$ cat src/rtl/crcdf_pkg.sv
// ----------------------------------------------------------------------------
// crcdf_pkg
// Shared types, codes and the byte-wide CRC-16 update for the packet deframer.
// ----------------------------------------------------------------------------
package crcdf_pkg;

	// Request kinds carried on the input tuser.
	localparam logic [1:0] REQ_ARM  = 2'd0;
	localparam logic [1:0] REQ_BYTE = 2'd1;
	localparam logic [1:0] REQ_TICK = 2'd2;

	// Result kinds carried on the output tuser.
	localparam logic KIND_PAYLOAD = 1'b0;
	localparam logic KIND_DONE    = 1'b1;

	// Stage codes reported in final_stage.
	localparam logic [2:0] STG_GOOD   = 3'd0;
	localparam logic [2:0] STG_HEADER = 3'd1;
	localparam logic [2:0] STG_LENGTH = 3'd2;
	localparam logic [2:0] STG_OPCODE = 3'd3;
	localparam logic [2:0] STG_STATUS = 3'd4;
	localparam logic [2:0] STG_DATA   = 3'd5;
	localparam logic [2:0] STG_CRC    = 3'd6;

	localparam logic [15:0] TIMEOUT_RESET = 16'd500;
	localparam logic [7:0]  HEADER_BYTE   = 8'hFF;
	localparam logic [15:0] CRC_INIT      = 16'hFFFF;
	localparam logic [15:0] CRC_POLY      = 16'h1021;

	// Register index of the configuration port.
	localparam logic REG_TIMEOUT = 1'b0;

	typedef enum logic [6:0] {
		ST_IDLE   = 7'b0000001,
		ST_HEADER = 7'b0000010,
		ST_LENGTH = 7'b0000100,
		ST_OPCODE = 7'b0001000,
		ST_STATUS = 7'b0010000,
		ST_DATA   = 7'b0100000,
		ST_CRC    = 7'b1000000
	} state_t;

	typedef struct packed {
		logic [1:0] req_type;
		logic [7:0] rx_byte;
	} item_t;

	typedef struct packed {
		logic        out_kind;
		logic [7:0]  payload_byte;
		logic [7:0]  payload_index;
		logic [2:0]  final_stage;
		logic [7:0]  frame_length;
		logic [7:0]  frame_opcode;
		logic [15:0] status_word;
		logic [15:0] received_crc;
		logic [15:0] computed_crc;
	} result_t;

	function automatic logic [2:0] stage_code(input state_t st);
		logic [2:0] code;
		unique case (st)
			ST_IDLE:   code = STG_GOOD;
			ST_HEADER: code = STG_HEADER;
			ST_LENGTH: code = STG_LENGTH;
			ST_OPCODE: code = STG_OPCODE;
			ST_STATUS: code = STG_STATUS;
			ST_DATA:   code = STG_DATA;
			ST_CRC:    code = STG_CRC;
			default:   code = STG_GOOD;
		endcase
		return code;
	endfunction

	// Data bits enter the low end MSB first; the polynomial is folded in
	// whenever a one leaves bit 15.
	function automatic logic [15:0] crc_byte(input logic [15:0] crc_in,
			input logic [7:0] data);
		logic [15:0] crc;
		logic        carry;
		crc = crc_in;
		for (int k = 0; k < 8; k++) begin
			carry = crc[15];
			crc = {crc[14:0], data[7-k]};
			if (carry) begin
				crc = crc ^ CRC_POLY;
			end
		end
		return crc;
	endfunction

endpackage

$ cat src/rtl/crcdf_cfg.sv
// ----------------------------------------------------------------------------
// crcdf_cfg
// Configuration register file: holds the reply timeout behind a small APB port.
// ----------------------------------------------------------------------------
module crcdf_cfg (
	input  logic        clk,
	input  logic        arst_n,
	input  logic        psel,
	input  logic        penable,
	input  logic        pwrite,
	input  logic [2:0]  paddr,
	input  logic [31:0] pwdata,
	output logic [31:0] prdata,
	output logic        pready,
	output logic [15:0] timeout_ticks
);

	logic [15:0] timeout_q;
	logic        hit_timeout;

	// Only word addresses are decoded; the two low address bits are ignored.
	assign hit_timeout = (paddr[2] == crcdf_pkg::REG_TIMEOUT);
	assign pready      = 1'b1;

	always_ff @(posedge clk or negedge arst_n) begin
		if (!arst_n) begin
			timeout_q <= crcdf_pkg::TIMEOUT_RESET;
		end else if (psel && penable && pwrite && pready && hit_timeout) begin
			timeout_q <= pwdata[15:0];
		end
	end

	assign prdata        = hit_timeout ? {16'd0, timeout_q} : 32'd0;
	assign timeout_ticks = timeout_q;

endmodule

$ cat src/rtl/crcdf_core.sv
// ----------------------------------------------------------------------------
// crcdf_core
// Frame state machine: holds the frame state, updates it for one request when
// told to and computes the result that request produces.
// ----------------------------------------------------------------------------
module crcdf_core (
	input  logic                clk,
	input  logic                arst_n,
	input  crcdf_pkg::item_t    item,
	input  logic                take,
	input  logic [15:0]         timeout_ticks,
	output logic                res_valid,
	output crcdf_pkg::result_t  res
);

	crcdf_pkg::state_t state_q, state_d;
	logic        active_q, active_d;
	logic [7:0]  count_q, count_d;
	logic [7:0]  length_q, length_d;
	logic [7:0]  opcode_q, opcode_d;
	logic [15:0] status_q, status_d;
	logic [15:0] crc_q, crc_d;
	logic [15:0] field_q, field_d;
	logic [15:0] tick_q, tick_d;

	logic [15:0] crc_next;
	logic [15:0] tick_inc;
	logic [7:0]  count_inc;
	logic [15:0] field_next;

	assign crc_next   = crcdf_pkg::crc_byte(crc_q, item.rx_byte);
	assign tick_inc   = tick_q + 16'd1;
	assign count_inc  = count_q + 8'd1;
	assign field_next = {field_q[7:0], item.rx_byte};

	always_comb begin
		state_d   = state_q;
		active_d  = active_q;
		count_d   = count_q;
		length_d  = length_q;
		opcode_d  = opcode_q;
		status_d  = status_q;
		crc_d     = crc_q;
		field_d   = field_q;
		tick_d    = tick_q;
		res_valid = 1'b0;
		res       = '0;

		if (item.req_type == crcdf_pkg::REQ_ARM) begin
			state_d  = crcdf_pkg::ST_HEADER;
			active_d = 1'b1;
			count_d  = '0;
			tick_d   = '0;
			length_d = '0;
			opcode_d = '0;
			status_d = '0;
			field_d  = '0;
			crc_d    = crcdf_pkg::CRC_INIT;
		end else if (active_q && item.req_type == crcdf_pkg::REQ_TICK) begin
			tick_d = tick_inc;
			if (tick_inc >= timeout_ticks) begin
				active_d          = 1'b0;
				res_valid         = 1'b1;
				res.out_kind      = crcdf_pkg::KIND_DONE;
				res.final_stage   = crcdf_pkg::stage_code(state_q);
				res.frame_length  = length_q;
				res.frame_opcode  = opcode_q;
				res.status_word   = status_q;
				res.received_crc  = field_q;
				res.computed_crc  = crc_q;
			end
		end else if (active_q && item.req_type == crcdf_pkg::REQ_BYTE) begin
			unique case (state_q)
				crcdf_pkg::ST_HEADER: begin
					if (item.rx_byte == crcdf_pkg::HEADER_BYTE) begin
						state_d = crcdf_pkg::ST_LENGTH;
					end
				end
				crcdf_pkg::ST_LENGTH: begin
					length_d = item.rx_byte;
					crc_d    = crc_next;
					state_d  = crcdf_pkg::ST_OPCODE;
				end
				crcdf_pkg::ST_OPCODE: begin
					opcode_d = item.rx_byte;
					crc_d    = crc_next;
					count_d  = '0;
					state_d  = crcdf_pkg::ST_STATUS;
				end
				crcdf_pkg::ST_STATUS: begin
					crc_d    = crc_next;
					status_d = {status_q[7:0], item.rx_byte};
					if (count_q == 8'd0) begin
						count_d = 8'd1;
					end else begin
						count_d = '0;
						state_d = (length_q != 8'd0) ? crcdf_pkg::ST_DATA
							: crcdf_pkg::ST_CRC;
					end
				end
				crcdf_pkg::ST_DATA: begin
					crc_d             = crc_next;
					res_valid         = 1'b1;
					res.out_kind      = crcdf_pkg::KIND_PAYLOAD;
					res.payload_byte  = item.rx_byte;
					res.payload_index = count_q;
					count_d           = count_inc;
					if (count_inc >= length_q) begin
						count_d = '0;
						state_d = crcdf_pkg::ST_CRC;
					end
				end
				crcdf_pkg::ST_CRC: begin
					field_d = field_next;
					if (count_q == 8'd0) begin
						count_d = 8'd1;
					end else begin
						count_d          = '0;
						active_d         = 1'b0;
						res_valid        = 1'b1;
						res.out_kind     = crcdf_pkg::KIND_DONE;
						res.final_stage  = crcdf_pkg::STG_CRC;
						if (field_next == crc_q) begin
							state_d         = crcdf_pkg::ST_IDLE;
							res.final_stage = crcdf_pkg::STG_GOOD;
						end
						res.frame_length = length_q;
						res.frame_opcode = opcode_q;
						res.status_word  = status_q;
						res.received_crc = field_next;
						res.computed_crc = crc_q;
					end
				end
				default: begin
				end
			endcase
		end
	end

	always_ff @(posedge clk or negedge arst_n) begin
		if (!arst_n) begin
			state_q  <= crcdf_pkg::ST_IDLE;
			active_q <= 1'b0;
			count_q  <= '0;
			length_q <= '0;
			opcode_q <= '0;
			status_q <= '0;
			crc_q    <= crcdf_pkg::CRC_INIT;
			field_q  <= '0;
			tick_q   <= '0;
		end else if (take) begin
			state_q  <= state_d;
			active_q <= active_d;
			count_q  <= count_d;
			length_q <= length_d;
			opcode_q <= opcode_d;
			status_q <= status_d;
			crc_q    <= crc_d;
			field_q  <= field_d;
			tick_q   <= tick_d;
		end
	end

endmodule

$ cat src/rtl/crc16_packet_deframer.sv
// ----------------------------------------------------------------------------
// crc16_packet_deframer
// Byte-serial reply deframer with a running CRC-16 check and a tick timeout.
// ----------------------------------------------------------------------------
//
//  Channel   Direction  Handshake          Contents
//  s_*       in         s_tvalid/s_tready  one request: arm, byte or tick
//  m_*       out        m_tvalid/m_tready  payload byte or frame-done report
//  APB       in/out     psel/penable       timeout_ticks at byte address 0
//
// A request is taken into an input register, processed from there by
// the frame state machine (one byte-wide CRC update and a few compares), and
// any result lands in the output register. One request per cycle is sustained
// while the output is drained; a result passes the input and output registers in turn.
// A request that produces no result moves on even while the output register
// is full, so only result-producing requests wait on m_tready.
// Reset is asynchronous and active low: the receiver comes up disarmed with
// the timeout at 500 ticks. No clearing pass is needed after reset.
module crc16_packet_deframer (
	input  logic        clk,
	input  logic        arst_n,
	// Input request stream.
	input  logic        s_tvalid,
	output logic        s_tready,
	input  logic [7:0]  s_tdata,   // [7:0] rx_byte
	input  logic [1:0]  s_tuser,   // [1:0] req_type
	// Output result stream.
	output logic        m_tvalid,
	input  logic        m_tready,
	output logic [87:0] m_tdata,   // [7:0] payload_byte, [15:8] payload_index,
	                               // [18:16] final_stage, [26:19] frame_length,
	                               // [34:27] frame_opcode, [50:35] status_word,
	                               // [66:51] received_crc, [82:67] computed_crc,
	                               // [87:83] zero
	output logic [0:0]  m_tuser,   // [0] out_kind
	// Configuration port.
	input  logic        psel,
	input  logic        penable,
	input  logic        pwrite,
	input  logic [2:0]  paddr,
	input  logic [31:0] pwdata,
	output logic [31:0] prdata,
	output logic        pready
);

	logic [15:0]        timeout_ticks;
	logic               valid_s1;
	crcdf_pkg::item_t   item_s1;
	logic               res_valid;
	crcdf_pkg::result_t res;
	logic               take;
	logic               valid_s2;
	crcdf_pkg::result_t res_s2;

	crcdf_cfg u_cfg (
		.clk           (clk),
		.arst_n        (arst_n),
		.psel          (psel),
		.penable       (penable),
		.pwrite        (pwrite),
		.paddr         (paddr),
		.pwdata        (pwdata),
		.prdata        (prdata),
		.pready        (pready),
		.timeout_ticks (timeout_ticks)
	);

	// The held request advances when it yields nothing, or when the output
	// register is empty or being emptied in this same cycle.
	assign take     = valid_s1 && (!res_valid || !valid_s2 || m_tready);
	assign s_tready = !valid_s1 || take;

	always_ff @(posedge clk or negedge arst_n) begin
		if (!arst_n) begin
			valid_s1 <= 1'b0;
		end else if (s_tready) begin
			valid_s1 <= s_tvalid;
		end
	end

	always_ff @(posedge clk) begin
		if (s_tready && s_tvalid) begin
			item_s1.req_type <= s_tuser;
			item_s1.rx_byte  <= s_tdata;
		end
	end

	crcdf_core u_core (
		.clk           (clk),
		.arst_n        (arst_n),
		.item          (item_s1),
		.take          (take),
		.timeout_ticks (timeout_ticks),
		.res_valid     (res_valid),
		.res           (res)
	);

	// Output register: loaded with a new result, or cleared once taken.
	always_ff @(posedge clk or negedge arst_n) begin
		if (!arst_n) begin
			valid_s2 <= 1'b0;
		end else if (take && res_valid) begin
			valid_s2 <= 1'b1;
		end else if (m_tready) begin
			valid_s2 <= 1'b0;
		end
	end

	always_ff @(posedge clk) begin
		if (take && res_valid) begin
			res_s2 <= res;
		end
	end

	assign m_tvalid = valid_s2;
	assign m_tuser  = res_s2.out_kind;
	assign m_tdata  = {5'd0, res_s2.computed_crc, res_s2.received_crc,
		res_s2.status_word, res_s2.frame_opcode, res_s2.frame_length,
		res_s2.final_stage, res_s2.payload_index, res_s2.payload_byte};

endmodule
$ cat config.mk
export PLATFORM = sky130hd
export DESIGN_NAME = crc16_packet_deframer
export DESIGN_NICKNAME = d
export VERILOG_FILES = /design/src/rtl/crcdf_pkg.sv /design/src/rtl/crcdf_cfg.sv /design/src/rtl/crcdf_core.sv /design/src/rtl/crc16_packet_deframer.sv
export SDC_FILE = /design/constraint.sdc
export NUM_CORES = 1
export LEC_CHECK = 0
export ABC_AREA = 1
export ABC_CLOCK_PERIOD_IN_PS = 4500
export BUFFER_PORTS_ARGS = -buffer_cell sky130_fd_sc_hd__buf_2
export CAP_MARGIN = 25
export CORE_AREA = 8 8 156 158
export DETAILED_ROUTE_END_ITERATION = 8
export DIE_AREA = 0 0 164 166
export GPL_TIMING_DRIVEN = 0
export PLACE_DENSITY = 0.71
export SETUP_SLACK_MARGIN = 0.3
export SLEW_MARGIN = 30
export SYNTH_ARGS = -nofsm -noshare
export SYNTH_HDL_FRONTEND = slang
export SYNTH_HIERARCHICAL = 1
export SYNTH_SLANG_ARGS = --single-unit
export TNS_END_PERCENT = 30
$ cat constraint.sdc
create_clock -name clk -period 4.5 [get_ports clk]
set_input_delay 0.9 -clock clk [delete_from_list [all_inputs] [get_ports clk]]
set_output_delay 0.9 -clock clk [all_outputs]
set_load 0.02 [all_outputs]
---- After elaboration in Yosys (flattened, before gate mapping) ----
Index checks and enable logic that the tools add are counted.
operators by class
  add/sub/neg operators ................... 2
  multipliers ............................. 0
  divide/modulo/power cells ............... 0
  $lt $le $gt $ge ......................... 2
  equality and inequality tests ........... 18
  shift-type cells ........................ 0
  multiplexer cells ....................... 71
  bitwise gates (word level) .............. 11
  reductions and logical operators ........ 41
operators with widths
  cell                                                                     count
  67-bit 2-to-1 mux                                                        4
  16-bit 2-to-1 mux                                                        16
  13-bit 2-to-1 mux                                                        8
  8-bit 2-to-1 mux                                                         12
  84-bit 2-to-1 mux                                                        1
  7-bit 2-to-1 mux                                                         9
  7-bit case mux with 6 select lines                                       1
  3-bit NOT                                                                8
  8-bit case mux with 3 select lines                                       1
  4-bit AND reduction                                                      6
  3-bit case mux with 6 select lines                                       1
  16-bit by 1-bit adder with 16-bit output, second input constant          1
  16-bit equality test                                                     1
  16-bit >= comparator                                                     1
  1-bit 2-to-1 mux                                                         16
  2-bit nonzero test                                                       8
  3-bit by 1-bit inequality test with 1-bit output, second input constant  4
  3-bit by 2-bit inequality test with 1-bit output, second input constant  3
  9-bit AND reduction                                                      1
  8-bit by 1-bit adder with 8-bit output, second input constant            1
  8-bit equality test, second input constant                               1
  8-bit >= comparator                                                      1
  1-bit logical AND                                                        8
  8-bit zero test                                                          1
  other kinds (23)                                                         31
word-level totals
  register bits ........................... 208
  bits in latches ......................... 0
  RAM bits ................................ 0
  memory bits (read-only) ................. 0
  input port bits ......................... 52
  logic and storage cells ................. 168
  memories ................................ 0

---- Longest topological paths before layout ----
Gate-level depths: netlist of the first run.
  depth in word-level cells ............... 20
  depth in mapped cells ................... 28
  depth with buffers taken out ............ 28

---- By module ----
The synthesis of the first run kept the hierarchy.
modules (own cells, without submodules)
  module                 times used  cells an instance  area an instance (µm²)
  crcdf_core             1           871                6167.2
  crc16_packet_deframer  1           114                2971.6
  crcdf_cfg              1           125                945.9

---- Least setup slack after synthesis of the first run ----
OpenSTA, ideal clock, no wires.
  path kind ............................... reg-to-reg
  start point ............................. register u_core.tick_q[0]
  end point ............................... register res_s2 (netlist bit m_tdata[0]) (enable)
  library setup time ...................... 0.438 ns
  arrival ................................. 3.881 ns
  slack ................................... 0.182 ns
  cell stages (with the launch flop) ...... 18
  buffers on the path ..................... 0
  clock period less this slack ............ 4.318 ns
  cells stage by stage .................... dfrtp_1 -> nand2_1 -> nor2_1 -> nand3_1 -> inv_1 -> nand3_1 -> xor2_1 -> ha_1 -> nand2_1 -> nor3_1 -> nand2_1 -> nand3_1 -> nand2_1 -> nand2_2 -> nor2_1 -> inv_1 -> nand3_1 -> inv_1
on the way
  cells in the longest elaborated chain, start to end .. 10
ends and longest elaborated chain
  element                                       RTL line                      source
  from (decl)                                   crcdf_core.sv:24              logic [15:0] tick_q, tick_d;
  from (signal assigned)                        crcdf_core.sv:160             tick_q <= tick_d;
  16-bit by 1-bit adder with 16-bit output (*)  crcdf_core.sv:32              assign tick_inc = tick_q + 16'd1;
  16-bit >= comparator (*)                      crcdf_core.sv:61              if (tick_inc >= timeout_ticks) begin
  1-bit 2-to-1 mux (*)                          crcdf_core.sv:61
  1-bit 2-to-1 mux (*)                          crcdf_core.sv:59              end else if (active_q && item.req_type == crcdf_pkg::REQ_TICK) begin
  1-bit 2-to-1 mux (*)                          crcdf_core.sv:49              if (item.req_type == crcdf_pkg::REQ_ARM) begin
  net res_valid                                 crc16_packet_deframer.sv:49   logic res_valid;
  1-bit zero test                               crc16_packet_deframer.sv:70   assign take = valid_s1 && (!res_valid || !valid_s2 || m_tready);
  1-bit logical OR (2 in series)                crc16_packet_deframer.sv:70
  1-bit logical AND                             crc16_packet_deframer.sv:70
  1-bit logical AND (*)                         crc16_packet_deframer.sv:110  if (take && res_valid) begin
  to (signal assigned)                          crc16_packet_deframer.sv:111  res_s2 <= res;
  to (decl)                                     crc16_packet_deframer.sv:53   crcdf_pkg::result_t res_s2;
Mark *: on every way through the listed nets, which the timed path passes. The rest lies on a longest branch.
A chain may end at the register's enable or synchronous reset.

---- Worst setup path in the final report of the first run ----
  start point ............................. register u_core.tick_q[0]
  end point ............................... output s_tready
on the way
  cells in the longest elaborated chain, start to end .. 10
ends and longest elaborated chain
  element                                   RTL line                     source
  16-bit by 1-bit adder with 16-bit output  crcdf_core.sv:32
  16-bit >= comparator                      crcdf_core.sv:61
  1-bit 2-to-1 mux                          crcdf_core.sv:61
  1-bit 2-to-1 mux                          crcdf_core.sv:59
  1-bit 2-to-1 mux                          crcdf_core.sv:49
  net res_valid                             crc16_packet_deframer.sv:49
  1-bit zero test                           crc16_packet_deframer.sv:70
  1-bit logical OR (2 in series)            crc16_packet_deframer.sv:70
  1-bit logical AND                         crc16_packet_deframer.sv:70
  1-bit logical OR                          crc16_packet_deframer.sv:71  assign s_tready = !valid_s1 || take;
  to (decl)                                 crc16_packet_deframer.sv:24  output logic s_tready,
The timed path passes the listed nets, and every way through them passes these cells.

==> impl_table.tex, run 1 <==
\begin{tabular}{lr}
\hline
Metric & Value \\
\hline
\multicolumn{2}{l}{\textbf{STA}} \\
\quad Hold Fails Final Rpt & 0 \\
\quad Highest attainable clock frequency & 0.239 GHz \\
\quad Part of the cycle the worst path needs & 93.2\% \\
\quad Measured slew at the worst slew-check pin & 728 ps \\
\quad Total setup violations reported at the end of the flow & 0 \\
\quad Post-route clock skew & 10.4 ps \\
\quad Slack of the critical path & 308 ps \\
\quad Final slew viol count & 0 \\
\quad Setup repair after global routing missed its margin & yes \\
\quad Worst slew slack as a fraction of its limit & 51.2\% \\
\quad Final hold slack & 237 ps \\
\quad Minimum period implied by the final worst setup slack & 4190 ps \\
\quad Setup TNS & 0 ps \\
\multicolumn{2}{l}{\textbf{Critical path}} \\
\quad Data arrival time of the critical path & 3290 ps \\
\quad Cell repeated most along the worst path & sky130\_fd\_sc\_hd\_\_nand3\_2 \\
\quad Sequence of cells on the critical path & nand2\_2 > nor2\_4 > nand3\_2 > inv\_2 > nand3\_2 > xor2\_1 > ha\_1 > nand2\_1 > inv\_1 > o21bai\_1 > nand2\_1 > a21oi\_2 > nand3\_2 > nand2\_4 > nand2\_4 > nor2\_4 > inv\_4 > nand4\_4 > buf\_6 \\
\quad Type of element capturing the critical path & output pin \\
\quad Cell family with most CP delay & simple AND/OR/NAND/NOR gates \\
\quad Worst-path maximum fanout & 3 \\
\quad Worst-case register-to-register setup slack & 360 ps \\
\quad Worst path depth & 19 \\
\quad Launch point of the critical path & u\_core/tick\_q[0] \\
\quad Origin of the critical flop-to-flop path & u\_core/tick\_q[0] \\
\quad Terminus of the critical flop-to-flop path & u\_core/active\_q \\
\quad Critical path required time & 3600 ps \\
\quad Count of cells along the worst register-to-register path & 30 \\
\quad Worst setup SP type & register \\
\quad Buffers and inverters on the worst path & 4 \\
\quad Crit-path max cell delay & 450 ps \\
\quad Crit Path Class & register to output pin \\
\quad Destination of the critical timing path & s\_tready \\
\quad Cell type of the slowest stage on the worst timing path & sky130\_fd\_sc\_hd\_\_dfrtp\_1 \\
\multicolumn{2}{l}{\textbf{Power and ir drop}} \\
\quad Part of the total power dissipated in sequential elements & 44.1\% \\
\quad Switching power share of the total & 31.1\% \\
\quad Final total power & 5.59 mW \\
\quad Internal power consumption & 3.86 mW \\
\quad NetSw & 1.74 mW \\
\quad Combinational cell fraction of total power & 21.2\% \\
\quad Clock network fraction of total power & 34.6\% \\
\quad Cell Pwr Density & 440 mW/mm² \\
\quad Leakage power & 6.27 nW \\
\quad Peak supply drop & 241 µV \\
\multicolumn{2}{l}{\textbf{Yosys}} \\
\quad Number of different library cells in the post-synthesis netlist & 40 \\
\quad Library cell with the highest instance count after synthesis & sky130\_fd\_sc\_hd\_\_nand2\_1 \\
\quad Number of enable flip-flop cells after synthesis & 94 \\
\quad Main flop type after synthesis & sky130\_fd\_sc\_hd\_\_edfxtp\_1 \\
\quad Ranking of synthesized cells by area & sky130\_fd\_sc\_hd\_\_edfxtp\_1 28\%, sky130\_fd\_sc\_hd\_\_dfrtp\_1 23\%, sky130\_fd\_sc\_hd\_\_nand2\_1 8.6\% \\
\quad Cell type contributing the most total cell area after synthesis & sky130\_fd\_sc\_hd\_\_edfxtp\_1 \\
\quad Post-Syn Instances & 1110 \\
\quad Mean instance size in the synthesized netlist & 9.09 µm² \\
\quad Total standard cell area after synthesis & 0.0101 mm² \\
\quad Synth warn & 6 \\
\quad Share of the yosys chip area belonging to registers & 56.6\% \\
\quad Post-synth ARST share & 54.8\% \\
\quad Synth top area share & 28.0\% \\
\quad Commonest cells in the synthesized netlist & 230 x sky130\_fd\_sc\_hd\_\_nand2\_1, 173 x sky130\_fd\_sc\_hd\_\_inv\_1, 145 x sky130\_fd\_sc\_hd\_\_nor2\_1 \\
\quad Number of storage elements in the synthesis netlist & 208 \\
\multicolumn{2}{l}{\textbf{Route}} \\
\quad Aggregate routed wire length & 25600 µm \\
\quad Initial drt markers & 565 \\
\quad Router iterations before antenna repair & 5 \\
\quad Post-route antenna net violation count & 0 \\
\quad WL/cell & 15.6 µm \\
\quad DRC & 0 \\
\quad Vias after detailed routing & 8241 \\
\quad Vias/cell & 5.04 \\
\multicolumn{2}{l}{\textbf{Cells and area}} \\
\quad Register cell area after layout & 0.00571 mm² \\
\quad Final Net Count & 1413 \\
\quad Area taken by multi-input logic gates & 0.00372 mm² \\
\quad Final standard cell area without fillers & 0.0127 mm² \\
\quad Share of cells above drive strength 1 & 26.1\% \\
\quad P\&R area growth vs syn & 26.0\% \\
\quad Count of antenna diodes in the layout & 0 \\
\quad Fill count & 1890 \\
\multicolumn{2}{l}{\textbf{Job}} \\
\quad Number of max-cap violations & 0 \\
\multicolumn{2}{l}{\textbf{Global route}} \\
\quad Largest net degree at the start of global routing & 84 \\
\quad Via count of the first global-routing pass & 8026 \\
\quad Antenna violations before repair & 0 \\
\quad Total global routing track utilization & 17.9\% \\
\quad Overflow after GRT & 0 \\
\quad Global-route wire length before repair & 40000 µm \\
\multicolumn{2}{l}{\textbf{Clock tree}} \\
\quad Sink Count & 208 \\
\quad CTS tree & done \\
\quad Number of buffers created by CTS & 23 \\
\quad Clk Latency, worst-skew pair & 520 ps \\
\quad \# H-tree levels & 1 \\
\quad Largest buffer count on any clock path & 3 \\
\quad Library cell used as clock root buffer & sky130\_fd\_sc\_hd\_\_clkbuf\_16 \\
\quad Clock slew at the register clock pins of the worst setup and hold paths & 60 ps \\
\multicolumn{2}{l}{\textbf{Placement}} \\
\quad Placement-stage worst setup slack & -326 ps \\
\quad Post-placement cell area & 0.0113 mm² \\
\quad Port buffer count & 134 \\
\quad Detailed placement HPWL & 17900 µm \\
\quad RD Place Congestion & 0.906 \\
\multicolumn{2}{l}{\textbf{Die}} \\
\quad Die footprint & 0.0272 mm² \\
\quad Height of the chip & 166 µm \\
\quad Standard-cell rows & 55 \\
\quad Count of pins on the block boundary & 176 \\
\quad Die W & 164 µm \\
\quad Placeable core region & 0.0221 mm² \\
\quad Initial Util & 45.7\% \\
\multicolumn{2}{l}{\textbf{Min path}} \\
\quad Min-Delay Path Class & input port to asynchronous set/reset pin \\
\multicolumn{2}{l}{\textbf{Outcome}} \\
\quad Outcome & finished clean \\
\hline
\end{tabular}
-- worst min-delay path by stage --
stage | from | end | slack (ps)
after global placement | u_core/active_q | u_core/active_q | 460
after CTS | arst_n | u_cfg/timeout_ticks[11] | 230
final | arst_n | u_cfg/timeout_ticks[11] | 240
after global routing | arst_n | u_cfg/timeout_ticks[11] | 240
after detailed placement | u_cfg/timeout_ticks[8] | u_cfg/timeout_ticks[8] | 460
after floorplan | u_core/active_q | u_core/active_q | 440
-- what timing repair did --
| item | 4_1_cts | 5_1_grt |
|---|---|---|
| buffers inserted | 26 | 16 |
| pin swaps | 10 | 22 |
| endpoints found under the setup margin | 90 | 76 |
| gates resized for setup | 23 | 53 |
| hold buffers | 0 | 0 |
-- worst register-to-register path, delay by kind of cell (launching register included) --
kind          cells  cell delay (ps)
xor+xnor          1               90
fa+ha+maj         1              330
buf+inv          17             2060
flops             1              450
simple gates     11             1090
-- power by group through the flow --
stage	clock (mW)	combinational (mW)	sequential (mW)
floorplan	0	0.858	2.43
global placement	0	1.08	2.48
detailed placement	0	1.11	2.49
CTS	1.98	1.14	2.46
global route	2.05	1.35	2.49
finish	1.94	1.19	2.47
-- area by class of cell --
| class | count | share of cell area, % |
|---|---|---|
| multi-input cells | 690 | 29.3 |
| inverters | 181 | 5.42 |
| repair buffers | 180 | 8.85 |
| clock buffers | 26 | 4.62 |
| flip-flops and latches | 208 | 44.9 |
| plain buffers | 50 | 2.51 |
| clock inverters | 16 | 1.58 |
| well taps | 285 | 2.81 |
-- flip-flops by register name (all words and copies together), names as in the netlist --
name                 count
item_s1                 10
u_core/status_q         16
u_cfg/timeout_ticks     16
valid_s1                 1
u_core/opcode_q          8
m_tuser                  1
u_core/length_q          8
u_core/tick_q           16
u_core/state_q           7
u_core/active_q          1
m_tdata                 83
m_tvalid                 1
u_core/crc_q            16
u_core/field_q          16
u_core/count_q           8
-- layer usage --
| metal | up-vias | track usage [%] | share of wire (%) |
|---|---|---|---|
| li1 | 3980 | - | - |
| met2 | 342 | 27.7 | 45 |
| met1 | 3868 | 24.9 | 45 |
| met3 | 51 | 3.37 | 7.7 |
| met5 | - | 0 | 0 |
| met4 | 0 | 5.65 | 2.5 |
-- logic make-up after synthesis --
logic type / share of synthesized area [%]
buf+inv: 9.88
other cells: 0.112
xor+xnor: 2.43
simple gates: 19.0
compound gates: 8.70
flops: 56.6
fa+ha+maj: 3.35
-- stage by stage --
stage / utilization (%) / cells
after floorplan: - / 1129
after global placement: 50.6 / 1548
after detailed placement: 51.1 / 1552
after CTS: 56.0 / 1620
after global routing: 57.5 / 1636
final: 57.5 / 1636
-- layout by cell type (no fill, tap or decap), types with 7 or more instances in the layout --
cell type                   count
sky130_fd_sc_hd__a21oi_1       17
sky130_fd_sc_hd__buf_2        144
sky130_fd_sc_hd__buf_4         61
sky130_fd_sc_hd__buf_6          8
sky130_fd_sc_hd__clkbuf_1      13
sky130_fd_sc_hd__clkbuf_16     23
sky130_fd_sc_hd__conb_1        22
sky130_fd_sc_hd__dfrtp_1       87
sky130_fd_sc_hd__dfstp_2       23
sky130_fd_sc_hd__edfxtp_1      94
sky130_fd_sc_hd__ha_1          24
sky130_fd_sc_hd__inv_1        163
sky130_fd_sc_hd__inv_2         13
sky130_fd_sc_hd__nand2_1      218
sky130_fd_sc_hd__nand2_2       12
sky130_fd_sc_hd__nand3_1       38
sky130_fd_sc_hd__nand3_2        7
sky130_fd_sc_hd__nand4_1       13
sky130_fd_sc_hd__nor2_1       140
sky130_fd_sc_hd__nor2_4         7
sky130_fd_sc_hd__o21ai_0       79
sky130_fd_sc_hd__o21ai_1        7
sky130_fd_sc_hd__o22ai_1       38
sky130_fd_sc_hd__xor2_1        20
Note: power is estimated with default switching activity, not from simulation.
==> inputs of run 2 (changes only) <==
--- a/config.mk
+++ b/config.mk
@@ -7,13 +7,12 @@
 export LEC_CHECK = 0
 export ABC_AREA = 1
 export ABC_CLOCK_PERIOD_IN_PS = 4500
-export BUFFER_PORTS_ARGS = -buffer_cell sky130_fd_sc_hd__buf_2
 export CAP_MARGIN = 25
 export CORE_AREA = 8 8 156 158
 export DETAILED_ROUTE_END_ITERATION = 8
 export DIE_AREA = 0 0 164 166
+export DONT_BUFFER_PORTS = 1
 export GPL_TIMING_DRIVEN = 0
-export PLACE_DENSITY = 0.71
 export SETUP_SLACK_MARGIN = 0.3
 export SLEW_MARGIN = 30
 export SYNTH_ARGS = -nofsm -noshare
==> run 2 against run 1 <==
Compared with the run above: final area shrank 7.8%; utilization down 4.5 points; global-route usage about the same; clock power up 3%; sequential share of layout area is 3.8 points higher; largest power group unchanged.
==> impl_table.tex, run 2 (synthesis gave the netlist of run 1 again) <==
\begin{tabular}{lr}
\hline
Metric & Value \\
\hline
\multicolumn{2}{l}{\textbf{Outcome}} \\
\quad Outcome & finished clean (unchanged) \\
\multicolumn{2}{l}{\textbf{Global route}} \\
\quad Antenna violations before repair & 1 (was 0) \\
\quad Via count of the first global-routing pass & 7362 (was 8026) \\
\quad Total global routing track utilization & 17.8\% (was 17.9\%) \\
\quad Largest net degree at the start of global routing & 115 (was 84) \\
\quad Global-route wire length before repair & 39000 µm (was 40000 µm) \\
\quad Overflow after GRT & 0 (unchanged) \\
\multicolumn{2}{l}{\textbf{Critical path}} \\
\quad Crit Path Class & register to output pin (unchanged) \\
\quad Launch point of the critical path & u\_core/tick\_q[0] (unchanged) \\
\quad Worst-case register-to-register setup slack & 530 ps (was 360 ps) \\
\quad Worst setup SP type & register (unchanged) \\
\quad Cell type of the slowest stage on the worst timing path & sky130\_fd\_sc\_hd\_\_dfrtp\_1 (unchanged) \\
\quad Count of cells along the worst register-to-register path & 20 (was 30) \\
\quad Type of element capturing the critical path & output pin (unchanged) \\
\quad Origin of the critical flop-to-flop path & u\_core/tick\_q[0] (unchanged) \\
\quad Data arrival time of the critical path & 3160 ps (was 3290 ps) \\
\quad Terminus of the critical flop-to-flop path & m\_tdata[15] (was u\_core/active\_q) \\
\quad Sequence of cells on the critical path & ha\_4 > nand3\_2 > inv\_2 > nand3\_1 > nor2\_2 > xor2\_2 > ha\_1 > nand2\_2 > o21bai\_1 > nand2\_1 > a21oi\_2 > nand3\_2 > nand2\_2 > nand2\_4 > nor2\_4 > inv\_4 > nand4\_4 (was nand2\_2 > nor2\_4 > nand3\_2 > inv\_2 > nand3\_2 > xor2\_1 > ha\_1 > nand2\_1 > inv\_1 > o21bai\_1 > nand2\_1 > a21oi\_2 > nand3\_2 > nand2\_4 > nand2\_4 > nor2\_4 > inv\_4 > nand4\_4 > buf\_6) \\
\quad Critical path required time & 3600 ps (about the same) \\
\quad Crit-path max cell delay & 410 ps (was 450 ps) \\
\quad Worst-path maximum fanout & 3 (unchanged) \\
\multicolumn{2}{l}{\textbf{STA}} \\
\quad Minimum period implied by the final worst setup slack & 4060 ps (was 4190 ps) \\
\quad Post-route clock skew & 28.6 ps (was 10.4 ps) \\
\quad Part of the cycle the worst path needs & 90.2\% (was 93.2\%) \\
\quad Worst slew slack as a fraction of its limit & 50.6\% (was 51.2\%) \\
\quad Setup TNS & 0 ps (unchanged) \\
\quad Total setup violations reported at the end of the flow & 0 (unchanged) \\
\quad Highest attainable clock frequency & 0.246 GHz (was 0.239 GHz) \\
\quad Setup repair after global routing missed its margin & no (was yes) \\
\quad Hold Fails Final Rpt & 0 (unchanged) \\
\quad Final slew viol count & 0 (unchanged) \\
\quad Measured slew at the worst slew-check pin & 736 ps (was 728 ps) \\
\quad Final hold slack & 74.3 ps (was 237 ps) \\
\multicolumn{2}{l}{\textbf{Cells and area}} \\
\quad Fill count & 2021 (was 1890) \\
\quad Max FFs per register & 83 (unchanged) \\
\quad Count of antenna diodes in the layout & 0 (unchanged) \\
\quad Final Net Count & 1255 (was 1413) \\
\quad P\&R area growth vs syn & 16.2\% (was 26.0\%) \\
\quad Most frequent cells in the layout & 220 x sky130\_fd\_sc\_hd\_\_nand2\_1, 166 x sky130\_fd\_sc\_hd\_\_inv\_1, 140 x sky130\_fd\_sc\_hd\_\_nor2\_1 (was 218 x sky130\_fd\_sc\_hd\_\_nand2\_1, 163 x sky130\_fd\_sc\_hd\_\_inv\_1, 144 x sky130\_fd\_sc\_hd\_\_buf\_2) \\
\quad Share of cells above drive strength 1 & 15.2\% (was 26.1\%) \\
\quad Post-route core utilization & 53.0\% (was 57.5\%) \\
\quad Number of standard cells in the layout, taps in and fillers out & 1478 (was 1636) \\
\quad Most common cell after layout, fill and taps aside & sky130\_fd\_sc\_hd\_\_nand2\_1 (unchanged) \\
\multicolumn{2}{l}{\textbf{Power and ir drop}} \\
\quad Cell Pwr Density & 476 mW/mm² (was 440 mW/mm²) \\
\quad Peak supply drop & 298 µV (was 241 µV) \\
\quad Leakage power & 5.47 nW (was 6.27 nW) \\
\quad Final total power & 5.58 mW (was 5.59 mW) \\
\multicolumn{2}{l}{\textbf{Die}} \\
\quad Die footprint & 0.0272 mm² (unchanged) \\
\quad Height of the chip & 166 µm (unchanged) \\
\quad Initial Util & 45.7\% (unchanged) \\
\quad Count of pins on the block boundary & 176 (unchanged) \\
\quad Standard-cell rows & 55 (unchanged) \\
\quad Die W & 164 µm (unchanged) \\
\quad Placeable core region & 0.0221 mm² (unchanged) \\
\multicolumn{2}{l}{\textbf{Clock tree}} \\
\quad Largest buffer count on any clock path & 3 (unchanged) \\
\quad CTS tree & done (unchanged) \\
\quad Clock slew at the register clock pins of the worst setup and hold paths & 60 ps (about the same) \\
\quad Sink Count & 208 (unchanged) \\
\quad Hold\_buf cts & 0 (unchanged) \\
\quad \# H-tree levels & 1 (unchanged) \\
\quad Library cell used as clock root buffer & sky130\_fd\_sc\_hd\_\_clkbuf\_16 (unchanged) \\
\quad Number of buffers created by CTS & 23 (unchanged) \\
\quad Clk Latency, worst-skew pair & 530 ps (was 520 ps) \\
\multicolumn{2}{l}{\textbf{Route}} \\
\quad Initial drt markers & 427 (was 565) \\
\quad Aggregate routed wire length & 24800 µm (was 25600 µm) \\
\quad Post-route antenna net violation count & 0 (unchanged) \\
\quad Router iterations before antenna repair & 5 (unchanged) \\
\quad Vias/cell & 5.09 (was 5.04) \\
\quad DRC & 0 (unchanged) \\
\quad WL/cell & 16.7 µm (was 15.6 µm) \\
\quad Vias after detailed routing & 7516 (was 8241) \\
\multicolumn{2}{l}{\textbf{Placement}} \\
\quad RD Place Congestion & 0.877 (was 0.906) \\
\quad Port buffer count & 0 (was 134) \\
\quad Detailed placement HPWL & 17600 µm (was 17900 µm) \\
\quad Number of placed instances, taps included & 1416 (was 1552) \\
\multicolumn{2}{l}{\textbf{Job}} \\
\quad Number of max-cap violations & 0 (unchanged) \\
\multicolumn{2}{l}{\textbf{Min path}} \\
\quad Min-Delay Path Class & input port to asynchronous set/reset pin (unchanged) \\
\hline
\end{tabular}
-- run 2: how the worst max path moves through the flow --
stage                                    to  slack (ps)  cells past startpoint
after floorplan                  m_tdata[0]         540                     18
after global placement          m_tdata[15]        -860                     18
after detailed placement  u_core/field_q[4]        -410                     24
after CTS                          s_tready         300                     17
after global routing               s_tready         250                     21
final                              s_tready         440                     17
-- run 2: timing repair --
action                                  4_1_cts  5_1_grt
pin swaps                                     4       19
gates cloned                                  1        0
setup buffers                                 4       15
resized for setup                            26       27
endpoints found under the setup margin      162      151
-- run 2: per-stage QoR --
| stage | setup WS (ps) | cell area, µm² |
|---|---|---|
| after floorplan | 544 | 10200 |
| after global placement | -859 | 10500 |
| after detailed placement | -411 | 10600 |
| after CTS | 304 | 11500 |
| after global routing | 248 | 11700 |
| final | 440 | 11700 |
-- run 2: area by class of cell --
cell class	instances	area, µm²	area share, %
Timing Repair inverter	1	5.00	0.0427
Inverter	181	686	5.85
Timing Repair Buffer	21	195	1.67
Clock buffer	28	594	5.07
Multi-Input combinational cell	690	3640	31.1
Clock inverter	14	209	1.78
Buffer	50	324	2.77
Tap cell	285	357	3.04
Sequential cell	208	5710	48.7
-- run 2: metal layers --
metal | up-vias | routed length (µm) | GRT usage [%] | share of wire, %
met5 | - | 0 | 0 | 0
met1 | 3518 | 11300 | 24.0 | 46
met2 | 278 | 11000 | 27.5 | 44
met3 | 42 | 1880 | 4.91 | 7.6
li1 | 3678 | - | - | -
met4 | 0 | 588 | 5.46 | 2.4
-- run 2: critical path: cells and delay by family, from the launching register on --
| kind | cells | cell delay (ps) |
|---|---|---|
| buf+inv | 2 | 150 |
| xor+xnor | 1 | 200 |
| fa+ha+maj | 2 | 430 |
| simple gates | 10 | 1160 |
| compound gates | 2 | 290 |
| flops | 1 | 410 |
-- run 2: report_power, final --
group	total, mW	switching, mW	internal (mW)
sequential	2.46	0.202	2.26
clock	2.00	0.764	1.23
combinational	1.12	0.723	0.393
